--- config.mk ---
export PLATFORM = sky130hd
export DESIGN_NAME = wav_pcm_extract_volume_unit
export DESIGN_NICKNAME = d
export VERILOG_FILES = /design/src/rtl/wpe_pkg.sv /design/src/rtl/wpe_csr.sv /design/src/rtl/wpe_scale.sv /design/src/rtl/wpe_parser.sv /design/src/rtl/wav_pcm_extract_volume_unit.sv
export SDC_FILE = /design/constraint.sdc
export NUM_CORES = 1
export LEC_CHECK = 0
export BUFFER_PORTS_ARGS = -buffer_cell sky130_fd_sc_hd__buf_4
export CAP_MARGIN = 5
export CORE_MARGIN = 4
export CORE_UTILIZATION = 55
export CTS_BUF_LIST = sky130_fd_sc_hd__clkbuf_8
export DETAILED_ROUTE_END_ITERATION = 6
export PLACE_DENSITY = 0.73
export SKIP_LAST_GASP = 1
export SYNTH_ARGS = -nofsm -noshare
export SYNTH_HDL_FRONTEND = slang
export SYNTH_HIERARCHICAL = 1
export SYNTH_SLANG_ARGS = --single-unit
--- constraint.sdc ---
create_clock -name clock -period 7.8 [get_ports clock]
set_clock_uncertainty 0.2 [all_clocks]
set_input_delay 0.39 -clock clock [delete_from_list [all_inputs] [get_ports clock]]
set_output_delay 0.39 -clock clock [all_outputs]
set_load 0.005 [all_outputs]
--- src/rtl/wpe_pkg.sv ---
`timescale 1ns / 1ps
// ----------------------------------------------------------------------------
// WAV PCM extract package
// Shared widths, constants, result codes and the volume scale table.
// ----------------------------------------------------------------------------
package wpe_pkg;

   localparam int LENGTH_BITS_DEF = 32;
   localparam int DATA_W          = 8;
   localparam int SAMPLE_W        = 16;
   localparam int KIND_W          = 3;
   localparam int VOL_W           = 4;
   localparam int CSR_DATA_W      = 32;
   localparam int CSR_ADDR_W      = 3;
   localparam int CHUNK_W         = 32;
   localparam int SUM_W           = 35;

   localparam logic [31:0] TAG_RIFF = 32'h5249_4646;
   localparam logic [31:0] TAG_WAVE = 32'h5741_5645;
   localparam logic [31:0] TAG_DATA = 32'h6461_7461;

   localparam int MIN_CLIP      = 44;
   localparam int FIRST_CHUNK   = 12;
   localparam int CHUNK_HDR_LEN = 8;
   localparam int VOL_MAX       = 10;

   localparam int SCALE_SHIFT = 22;
   localparam int SCALE_RECIP = 419431;
   localparam int FACTOR_W    = 23;
   localparam int PROD_W      = SAMPLE_W + FACTOR_W;

   localparam logic [KIND_W-1:0] KIND_SAMPLE  = 3'd0;
   localparam logic [KIND_W-1:0] KIND_EMPTY   = 3'd1;
   localparam logic [KIND_W-1:0] KIND_BAD_HDR = 3'd2;
   localparam logic [KIND_W-1:0] KIND_OVERRUN = 3'd3;
   localparam logic [KIND_W-1:0] KIND_NO_DATA = 3'd4;

   typedef struct packed {
      logic [KIND_W-1:0]          kind;
      logic signed [SAMPLE_W-1:0] sample;
      logic                       last;
   } rslt_type;

   // Volume times a fixed-point reciprocal of ten, so one multiply scales a sample.
   function automatic logic [FACTOR_W-1:0] vol_factor(input logic [VOL_W-1:0] vol);
      logic [FACTOR_W-1:0] f;
      case (vol)
         4'd0:    f = '0;
         4'd1:    f = FACTOR_W'(1 * SCALE_RECIP);
         4'd2:    f = FACTOR_W'(2 * SCALE_RECIP);
         4'd3:    f = FACTOR_W'(3 * SCALE_RECIP);
         4'd4:    f = FACTOR_W'(4 * SCALE_RECIP);
         4'd5:    f = FACTOR_W'(5 * SCALE_RECIP);
         4'd6:    f = FACTOR_W'(6 * SCALE_RECIP);
         4'd7:    f = FACTOR_W'(7 * SCALE_RECIP);
         4'd8:    f = FACTOR_W'(8 * SCALE_RECIP);
         4'd9:    f = FACTOR_W'(9 * SCALE_RECIP);
         default: f = FACTOR_W'(VOL_MAX * SCALE_RECIP);
      endcase
      return f;
   endfunction

endpackage

--- src/rtl/wpe_csr.sv ---
`timescale 1ns / 1ps
// ----------------------------------------------------------------------------
// WAV PCM extract register file
// Holds the clip length and volume registers behind the APB-style port.
// ----------------------------------------------------------------------------
module wpe_csr
   import wpe_pkg::*;
#(
   parameter int LENGTH_BITS = LENGTH_BITS_DEF
) (
   input  logic                   clock,
   input  logic                   reset,
   input  logic                   psel,
   input  logic                   penable,
   input  logic                   pwrite,
   input  logic [CSR_ADDR_W-1:0]  paddr,
   input  logic [CSR_DATA_W-1:0]  pwdata,
   output logic [CSR_DATA_W-1:0]  prdata,
   output logic                   pready,
   output logic [LENGTH_BITS-1:0] clip_length,
   output logic [VOL_W-1:0]       volume
);

   localparam logic REG_CLIP = 1'b0;
   localparam logic REG_VOL  = 1'b1;

   logic [LENGTH_BITS-1:0] clip_ff, clip_in;
   logic [VOL_W-1:0]       vol_ff, vol_in;
   logic                   wr_en;
   logic [VOL_W-1:0]       wr_vol;

   assign pready = 1'b1;
   assign wr_en  = psel && penable && pwrite;
   assign wr_vol = pwdata[VOL_W-1:0];

   always_comb begin
      clip_in = clip_ff;
      vol_in  = vol_ff;
      if (wr_en) begin
         unique case (paddr[2])
            REG_CLIP: clip_in = pwdata[LENGTH_BITS-1:0];
            REG_VOL: begin
               if (wr_vol > VOL_W'(VOL_MAX)) begin
                  vol_in = VOL_W'(VOL_MAX);
               end else begin
                  vol_in = wr_vol;
               end
            end
            default: clip_in = clip_ff;
         endcase
      end
   end

   always_comb begin
      unique case (paddr[2])
         REG_CLIP: prdata = CSR_DATA_W'(clip_ff);
         REG_VOL:  prdata = CSR_DATA_W'(vol_ff);
         default:  prdata = '0;
      endcase
   end

   always_ff @(posedge clock) begin
      if (reset) begin
         clip_ff <= '0;
         vol_ff  <= VOL_W'(6);
      end else begin
         clip_ff <= clip_in;
         vol_ff  <= vol_in;
      end
   end

   assign clip_length = clip_ff;
   assign volume      = vol_ff;

endmodule

--- src/rtl/wpe_scale.sv ---
`timescale 1ns / 1ps
// ----------------------------------------------------------------------------
// WAV PCM extract sample scaler
// Scales a signed 16-bit sample by volume over ten, truncating toward zero.
// ----------------------------------------------------------------------------
module wpe_scale
   import wpe_pkg::*;
(
   input  logic [SAMPLE_W-1:0]        raw,
   input  logic [VOL_W-1:0]           volume,
   output logic signed [SAMPLE_W-1:0] sample
);

   logic                neg;
   logic [SAMPLE_W-1:0] mag;
   logic [PROD_W-1:0]   prod;
   logic [SAMPLE_W-1:0] quot;

   // The magnitude is scaled so that truncation toward zero falls out of the floor.
   always_comb begin
      neg    = raw[SAMPLE_W-1];
      mag    = neg ? SAMPLE_W'(-raw) : raw;
      prod   = PROD_W'(mag) * PROD_W'(vol_factor(volume));
      quot   = prod[SCALE_SHIFT +: SAMPLE_W];
      sample = neg ? SAMPLE_W'(-quot) : quot;
   end

endmodule

--- src/rtl/wpe_parser.sv ---
`timescale 1ns / 1ps
// ----------------------------------------------------------------------------
// WAV PCM extract parser
// Walks the RIFF header and chunk headers one byte per step and forms results.
// ----------------------------------------------------------------------------
module wpe_parser
   import wpe_pkg::*;
#(
   parameter int LENGTH_BITS = LENGTH_BITS_DEF
) (
   input  logic                   clock,
   input  logic                   reset,
   input  logic                   step,
   input  logic [DATA_W-1:0]      data_byte,
   input  logic [LENGTH_BITS-1:0] clip_length,
   input  logic [VOL_W-1:0]       volume,
   output logic                   evt_valid,
   output rslt_type               evt
);

   localparam logic [2:0] PH_RIFF  = 3'd0;
   localparam logic [2:0] PH_CHDR  = 3'd1;
   localparam logic [2:0] PH_SKIP  = 3'd2;
   localparam logic [2:0] PH_DATA  = 3'd3;
   localparam logic [2:0] PH_DRAIN = 3'd4;

   logic [2:0]             phase_ff, phase_in;
   logic [LENGTH_BITS-1:0] pos_ff, pos_in;
   logic [CHUNK_W-1:0]     rem_ff, rem_in;
   logic [63:0]            hdr_ff, hdr_in;
   logic [DATA_W-1:0]      low_ff, low_in;
   logic                   pad_ff, pad_in;
   logic                   ok_ff, ok_in;

   logic [63:0]            hdr_shift;
   logic [31:0]            tag;
   logic [CHUNK_W-1:0]     size;
   logic [SUM_W-1:0]       p_ext, size_ext, clen_ext;
   logic                   overrun, no_room;
   logic [CHUNK_W-1:0]     rem_dec;
   logic [LENGTH_BITS-1:0] pos_next;
   logic                   pad_next;
   logic signed [SAMPLE_W-1:0] scaled;

   wpe_scale u_scale (
      .raw    ({data_byte, low_ff}),
      .volume (volume),
      .sample (scaled)
   );

   always_comb begin
      hdr_shift = {hdr_ff[55:0], data_byte};
      tag       = hdr_shift[63:32];
      size      = {hdr_shift[7:0], hdr_shift[15:8], hdr_shift[23:16], hdr_shift[31:24]};
      p_ext     = SUM_W'(pos_ff);
      size_ext  = SUM_W'(size);
      clen_ext  = SUM_W'(clip_length);
      overrun   = (p_ext + size_ext + SUM_W'(1)) > clen_ext;
      no_room   = (p_ext + size_ext + SUM_W'(CHUNK_HDR_LEN + 1) + SUM_W'(size[0])) > clen_ext;
      rem_dec   = (rem_ff != '0) ? rem_ff - CHUNK_W'(1) : '0;
      pos_next  = pos_ff + LENGTH_BITS'(1);
      pad_next  = (rem_ff != '0) && pad_ff;

      phase_in  = phase_ff;
      pos_in    = pos_next;
      rem_in    = rem_ff;
      hdr_in    = hdr_shift;
      low_in    = low_ff;
      pad_in    = pad_ff;
      ok_in     = ok_ff;
      evt_valid = 1'b0;
      evt       = '{kind: KIND_SAMPLE, sample: '0, last: 1'b0};

      unique case (phase_ff)
         PH_CHDR: begin
            rem_in = rem_dec;
            if (rem_dec == '0) begin
               if (overrun) begin
                  phase_in  = PH_DRAIN;
                  evt_valid = 1'b1;
                  evt       = '{kind: KIND_OVERRUN, sample: '0, last: 1'b1};
               end else if (tag == TAG_DATA) begin
                  if (size < CHUNK_W'(2)) begin
                     phase_in  = PH_DRAIN;
                     evt_valid = 1'b1;
                     evt       = '{kind: KIND_EMPTY, sample: '0, last: 1'b1};
                  end else begin
                     phase_in = PH_DATA;
                     rem_in   = size;
                     pad_in   = 1'b0;
                  end
               end else if (no_room) begin
                  phase_in  = PH_DRAIN;
                  evt_valid = 1'b1;
                  evt       = '{kind: KIND_NO_DATA, sample: '0, last: 1'b1};
               end else if (size == '0) begin
                  rem_in = CHUNK_W'(CHUNK_HDR_LEN);
               end else begin
                  phase_in = PH_SKIP;
                  rem_in   = size;
                  pad_in   = size[0];
               end
            end
         end
         PH_SKIP: begin
            rem_in = rem_dec;
            pad_in = pad_next;
            if ((rem_dec == '0) && !pad_next) begin
               phase_in = PH_CHDR;
               rem_in   = CHUNK_W'(CHUNK_HDR_LEN);
            end
         end
         PH_DATA: begin
            rem_in = rem_dec;
            if (!pad_ff) begin
               low_in = data_byte;
               pad_in = 1'b1;
            end else begin
               pad_in    = 1'b0;
               evt_valid = 1'b1;
               evt       = '{kind: KIND_SAMPLE, sample: scaled,
                             last: (rem_dec < CHUNK_W'(2))};
               if (rem_dec < CHUNK_W'(2)) begin
                  phase_in = PH_DRAIN;
               end
            end
         end
         PH_DRAIN: begin
            phase_in = PH_DRAIN;
         end
         default: begin
            phase_in = PH_RIFF;
            if ((pos_ff == '0) && (clen_ext < SUM_W'(MIN_CLIP))) begin
               phase_in  = PH_DRAIN;
               evt_valid = 1'b1;
               evt       = '{kind: KIND_BAD_HDR, sample: '0, last: 1'b1};
            end else begin
               if ((pos_ff == LENGTH_BITS'(3)) && (hdr_shift[31:0] != TAG_RIFF)) begin
                  ok_in = 1'b0;
               end
               if (pos_ff == LENGTH_BITS'(11)) begin
                  if (!ok_ff || (hdr_shift[31:0] != TAG_WAVE)) begin
                     phase_in  = PH_DRAIN;
                     evt_valid = 1'b1;
                     evt       = '{kind: KIND_BAD_HDR, sample: '0, last: 1'b1};
                  end else if (clen_ext < SUM_W'(FIRST_CHUNK + CHUNK_HDR_LEN)) begin
                     phase_in  = PH_DRAIN;
                     evt_valid = 1'b1;
                     evt       = '{kind: KIND_NO_DATA, sample: '0, last: 1'b1};
                  end else begin
                     phase_in = PH_CHDR;
                     rem_in   = CHUNK_W'(CHUNK_HDR_LEN);
                  end
               end
            end
         end
      endcase

      // The parser starts over once the clip's byte count is reached.
      if ((pos_next >= clip_length) || (pos_next == '0)) begin
         phase_in = PH_RIFF;
         pos_in   = '0;
         rem_in   = '0;
         hdr_in   = '0;
         low_in   = '0;
         pad_in   = 1'b0;
         ok_in    = 1'b1;
      end
   end

   always_ff @(posedge clock) begin
      if (reset) begin
         phase_ff <= PH_RIFF;
         pos_ff   <= '0;
         rem_ff   <= '0;
         pad_ff   <= 1'b0;
         ok_ff    <= 1'b1;
      end else if (step) begin
         phase_ff <= phase_in;
         pos_ff   <= pos_in;
         rem_ff   <= rem_in;
         pad_ff   <= pad_in;
         ok_ff    <= ok_in;
      end
   end

   always_ff @(posedge clock) begin
      if (step) begin
         hdr_ff <= hdr_in;
         low_ff <= low_in;
      end
   end

endmodule

--- src/rtl/wav_pcm_extract_volume_unit.sv ---
`timescale 1ns / 1ps
// ----------------------------------------------------------------------------
// WAV PCM extract with volume
// Parses a RIFF/WAVE byte stream and delivers volume-scaled 16-bit samples.
// ----------------------------------------------------------------------------
// The block accepts one clip byte per cycle while the result register is
// free or being taken. A byte is held in an input register and goes from
// there through the single-pass parser and scaler. Any result it causes is
// loaded into the result register as the byte leaves the input register, so
// a result passes both registers before it is shown. The result register
// lets the next byte in while an earlier result waits; the block stalls only
// when the result register is full and not being taken. Each clip ends with
// exactly one result carrying last, and any bytes after it up to the clip
// length are taken in silently. There is no clearing pass after reset.
module wav_pcm_extract_volume_unit
   import wpe_pkg::*;
#(
   parameter int LENGTH_BITS = LENGTH_BITS_DEF
) (
   input  logic                       clock,
   input  logic                       reset,
   input  logic                       req_valid,
   output logic                       req_ready,
   input  logic [DATA_W-1:0]          req_data_byte,
   output logic                       rsp_valid,
   input  logic                       rsp_ready,
   output logic [KIND_W-1:0]          rsp_kind,
   output logic signed [SAMPLE_W-1:0] rsp_sample,
   output logic                       rsp_last,
   input  logic                       psel,
   input  logic                       penable,
   input  logic                       pwrite,
   input  logic [CSR_ADDR_W-1:0]      paddr,
   input  logic [CSR_DATA_W-1:0]      pwdata,
   output logic [CSR_DATA_W-1:0]      prdata,
   output logic                       pready
);

   logic [LENGTH_BITS-1:0] clip_length;
   logic [VOL_W-1:0]       volume;

   logic              in_valid_ff, in_valid_in;
   logic [DATA_W-1:0] in_byte_ff;
   logic              out_valid_ff, out_valid_in;
   rslt_type          out_ff;
   logic              advance;
   logic              evt_valid;
   rslt_type          evt;

   wpe_csr #(
      .LENGTH_BITS (LENGTH_BITS)
   ) u_csr (
      .clock       (clock),
      .reset       (reset),
      .psel        (psel),
      .penable     (penable),
      .pwrite      (pwrite),
      .paddr       (paddr),
      .pwdata      (pwdata),
      .prdata      (prdata),
      .pready      (pready),
      .clip_length (clip_length),
      .volume      (volume)
   );

   wpe_parser #(
      .LENGTH_BITS (LENGTH_BITS)
   ) u_parser (
      .clock       (clock),
      .reset       (reset),
      .step        (advance),
      .data_byte   (in_byte_ff),
      .clip_length (clip_length),
      .volume      (volume),
      .evt_valid   (evt_valid),
      .evt         (evt)
   );

   always_comb begin
      advance   = in_valid_ff && (!out_valid_ff || rsp_ready);
      req_ready = !in_valid_ff || advance;

      in_valid_in = in_valid_ff;
      if (req_ready) begin
         in_valid_in = req_valid;
      end

      out_valid_in = out_valid_ff;
      if (advance && evt_valid) begin
         out_valid_in = 1'b1;
      end else if (rsp_ready) begin
         out_valid_in = 1'b0;
      end
   end

   always_ff @(posedge clock) begin
      if (reset) begin
         in_valid_ff  <= 1'b0;
         out_valid_ff <= 1'b0;
      end else begin
         in_valid_ff  <= in_valid_in;
         out_valid_ff <= out_valid_in;
      end
   end

   always_ff @(posedge clock) begin
      if (req_valid && req_ready) begin
         in_byte_ff <= req_data_byte;
      end
      if (advance && evt_valid) begin
         out_ff <= evt;
      end
   end

   assign rsp_valid  = out_valid_ff;
   assign rsp_kind   = out_ff.kind;
   assign rsp_sample = out_ff.sample;
   assign rsp_last   = out_ff.last;

endmodule

After elaboration in Yosys (flattened, before gate mapping)
Memories as Yosys holds them, arrays and structs flattened. A register that Yosys moved wholly into a read port is not among the register bits.
Cells that the tools add are included.
Widths: inputs -> output; s select.

storage, ports and cells
  bits in registers = 199
  ROM bits = 368
  output and inout bits = 55
  logic and storage cells = 170
  memories kept = 1

cells by class
  add/sub/neg operators = 8
  $mul = 1
  magnitude comparators = 8
  equality and inequality tests = 25
  muxes and demuxes = 75
  bitwise operators = 1
  reduce and logical (&&, ||, !) cells = 36

memories
  memory            depth  width  read ports  clocked after Yosys merged registers in  write ports  line           text
  (name not given)  16     23     1           1                                        0            wpe_pkg.sv:47  case (vol)

operators with widths
  kind                   number
  $mux 32                14
  $mux 20                8
  $logic_not 32->1       4
  $pmux 32 s4            1
  $gt 35x32->1           2
  $lt 32x2->1 const B    2
  $ne 32x31->1 const B   2
  $pmux 32 s2            1
  $pmux 20 s3            1
  $mux 3                 14
  $mul 16x23->38         1
  $add 35x1->35          1
  $add 35x1->35 const B  1
  $add 35x4->35 const B  1
  $add 32x32->33         1
  $add 32x1->32 const B  1
  $eq 32x2->1 const B    1
  $eq 32x31->1 const B   1
  $eq 32x4->1 const B    1
  $ge 32x32->1           1
  $lt 32x5->1 const B    1
  $lt 32x6->1 const B    1
  $mux 16                2
  $neg 16->16            2
  other kinds (35)       89

Logic depth before layout (Yosys ltp)
  depth in word-level cells = 11
  depth in mapped cells = 33
  depth with buffers taken out = 32

Modules after synthesis
The synthesis kept the hierarchy.

by module, submodules not included
  module                       instances  cells each  area an instance (µm²)
  wpe_parser                   1          1,756       13,802.0
  wpe_scale                    1          1,158       9,850.7
  wpe_csr                      1          195         1,571.5
  wav_pcm_extract_volume_unit  1          39          943.4

Least setup slack after synthesis
No wires, ideal clock.

  path kind = register to register
  start point = reg u_parser.low_ff[5]
  end point = reg out_ff, in the netlist rsp_sample[13], data pin
  data arrival time = 8.044 ns
  data required time = 7.345 ns
  path slack = -0.699 ns
  cell stages (with the launch flop) = 31
  period minus slack after synthesis = 8.499 ns
  cells stage by stage = edfxtp_1 or4_1 nor4_1 nand2b_1 nor2_1 nand2_1 nand2_1 xor2_1 clkbuf_1 nor2_1 fa_1 inv_1 fa_1 fa_1 inv_1 fa_1 fa_1 inv_1 fa_1 inv_1 ha_1 clkbuf_1 nand2_1 o21ai_1 o31ai_1 nor2_1 xnor2_1 nand4_1 o41ai_1 xnor2_1 and2_1

RTL lines
  item                      line                                text
  start: declaration        wpe_parser.sv:31                    logic [DATA_W-1:0] low_ff, low_in;
  start signal: assignment  wpe_parser.sv:190                   low_ff <= low_in;
  end signal: assignment    wav_pcm_extract_volume_unit.sv:111  out_ff <= evt;
  end: declaration          wav_pcm_extract_volume_unit.sv:45   rslt_type out_ff;

==> run_results.csv <==
group,metric,value,unit
outcome,status,"complete, but fails checks",
outcome,failed_checks,"setup timing",
synth,ys_ff_latch,199,
synth,async_flop_share,0,%
grt,busiest_layer,"met2",
synth,synthCells,3148,
detailed_routing,num_vias,25364,
flow_run,cap_violations,0,
placement,numPortBuffers,101,
die,die-area,0.0511,mm²
clocking,cts-htree-levels,4,
detailed_routing,drc,0,
detailed_routing,wl_per_cell,22.0,µm
worst_hold_path,hold_depth,4,
sta,finalHoldViolCount,0,
worst_setup_path,cp_max_fo,6,
worst_setup_path,r2r_cells,28,
synth,syn_nets,3664,
synth,netlist_top_cells_area,"fa_1 (17%), ha_1 (12%), edfxtp_1 (11%)",
die,die_w,226,µm
sta,setup_ws,-0.546,ns
placement,post-place-ws,-0.688,ns
die,fp.dieH,226,µm
die,ioPinCount,105,
grt,grt_use_met3,5.72,%
clocking,clk_pin_slew,0.13,ns
synth,synth_area,0.0262,mm²
sta,maxSlewHeadroom,21.3,%
synth,synthTopCellsByCount,"inv_1 (359), nand2_1 (317), nor2_1 (275)",
clocking,cts_max_path_buffers,2,
synth,yosysUniqueCellTypes,109,
detailed_routing,first_pass_iters,5,
finish,fin_nets,4086,
die,start_util,56.0,%
grt,grt_pass1_vias,25677,
worst_hold_path,hp-class,"input pin to register",
worst_setup_path,arrival,8.49,ns
grt,grt_pass1_wl,142,mm
clocking,cts_inserted_buffers,17,
grt,gr-usage-met2,61.9,%
grt,antenna_found_initial,4,
worst_setup_path,worstPathRequired,7.94,ns
clocking,cts_tree,"yes",
synth,yosysTopAreaCell,"fa_1",
synth,synth_top_area_share,16.9,%
sta,setup_viol,13,
grt,grt_usage,35.7,%
finish,drive_above_1_share,20.4,%
synth,synth_edf_count,92,
clocking,root_buffer,"clkbuf_8",
sta,period_share,107,%
worst_setup_path,cp_slowest_cell,"or4_4",
finish,area_growth_syn_to_layout,22.0,%
die,core,0.0468,mm²
worst_setup_path,crit_path_max_incr_delay,0.56,ns
detailed_routing,drtIter0Drc,2290,
detailed_routing,viasPerCell,6.05,
synth,syn_area_per_cell,8.31,µm²
synth,synthMostInstantiatedCell,"inv_1",
synth,yosys_warnings,6,
sta,rsz0062_at_grt,"true",
placement,dp_hpwl,74.2,mm
worst_setup_path,crit_path_start_kind,"register",
synth,synthFlopType,"dfxtp_1",
detailed_routing,ant_nets,0,
clocking,cts_sinks,199,
placement,place.gp.congestion,1.05,
grt,grt_use_met1,42.4,%
finish,stdcell_count,4193,
sta,period_needed,8.35,ns
worst_setup_path,end_kind,"register",
sta,setup-tns-final,-3.77,ns
synth,ys_seq_area_share,18.7,%
sta,tightest_slew,1.18,ns
sta,slew_violations,0,
worst_setup_path,cpMostUsedCell,"fa_1",
clocking,clkLatencyLatePin,0.59,ns
detailed_routing,wl,92.1,mm
sta,max_freq,0.120,GHz
grt,grt_max_degree,91,
die,num_rows,79,
grt,overflow,0,
placement,dp.cells,4078,
worst_setup_path,crit_type,"register to register",
-- worst paths after layout --
path                                         start                           end  slack, ns
setup reg to reg  u_parser/low_ff[5]$_SDFFCE_PP0P_      rsp_sample[13]$_DFFE_PP_      -0.55
hold reg to reg        u_parser/ok_ff$_SDFFE_PP1P_   u_parser/ok_ff$_SDFFE_PP1P_       0.30
hold / removal                                psel  u_csr/volume[0]$_SDFFE_PP0P_       0.07
setup / recovery  u_parser/low_ff[5]$_SDFFCE_PP0P_      rsp_sample[13]$_DFFE_PP_      -0.55
-- flip-flops by register name (all words and copies together), names as in the netlist, 3 cells and up --
register           flops
u_parser/phase_ff      3
u_parser/low_ff        8
u_parser/rem_ff       32
u_parser/pos_ff       32
rsp_sample            16
u_csr/clip_length     32
u_parser/hdr_ff       56
u_csr/volume           4
in_byte_ff             8
rsp_kind               3
-- cell families after synthesis --
family | synth area share, %
flip-flops | 18.7
adder cells (fa/ha/maj) | 28.7
XOR/XNOR | 5.92
multiplexers | 0.928
other | 0.0143
AND/OR/NAND/NOR | 23.6
buffers and inverters | 7.37
AO/OA/AOI/OAI | 14.8
-- layout by cell type, fill, tap and decap left out, types with 13 or more instances in the layout --
cell type / instances
buf_4: 473
inv_1: 342
nand2_1: 309
nor2_1: 264
ha_1: 230
fa_1: 213
a21oi_1: 188
dfxtp_1: 107
xnor2_1: 96
edfxtp_1: 92
o21ai_0: 92
and2_1: 84
nand3_1: 83
nand4_1: 69
xor2_1: 68
nor3_1: 53
a21o_1: 51
dlygate4sd3_1: 46
nor2b_1: 46
nor4_1: 44
nand2b_1: 24
o211ai_1: 24
or3_1: 24
and3_1: 24
and4_1: 22
or4_1: 20
clkbuf_8: 17
o21ai_1: 17
inv_2: 17
mux2i_1: 16
a31oi_1: 16
a22oi_1: 14
a21oi_2: 13
o21a_1: 13
ha_4: 13
-- final cells by class --
class	count	area, µm²
inverters	360	1350
well taps	607	759
clock inverters	15	181
fillers	3793	14800
multi-input cells	2458	20300
flip-flops and latches	199	4900
repair buffers	534	4220
clock buffers	17	234
diodes	3	7.51
-- stage by stage --
step | utilization, % | area, µm² | hold slack [ns]
global placement | 64.3 | 30100 | 0.236
finish | 68.3 | 31900 | 0.0749
CTS | 67.6 | 31600 | 0.0235
detailed placement | 64.3 | 30100 | 0.255
global route | 68.3 | 31900 | 0.0855
floorplan | - | 26500 | 0.223
-- routing by layer --
metal | vias to the layer above | share of wire (%)
li1 | 11704 | -
met1 | 12221 | 38
met2 | 1147 | 49
met3 | 288 | 7.2
met4 | 4 | 6.5
met5 | - | 0.029
-- worst max-delay path: cells and delay by family (launching register included) --
family | cells | cell delay (ns)
adders and majority gates | 7 | 3.36
and+or+nand+nor | 8 | 1.75
AOI/OAI and AO/OA | 5 | 1.22
buffers and inverters | 6 | 0.66
xor gates and xnor gates | 2 | 0.48
DFF | 1 | 0.42
-- repair_timing --
action	in CTS	in global routing
buffers inserted	20	14
pin swaps	62	35
resized for setup	108	41
endpoints found under the setup margin	15	74
hold endpoints to repair	46	0
hold buffers	46	0
Power is not shown: default switching activity piles up to over one toggle a cycle in this logic, so the estimate is an artifact.
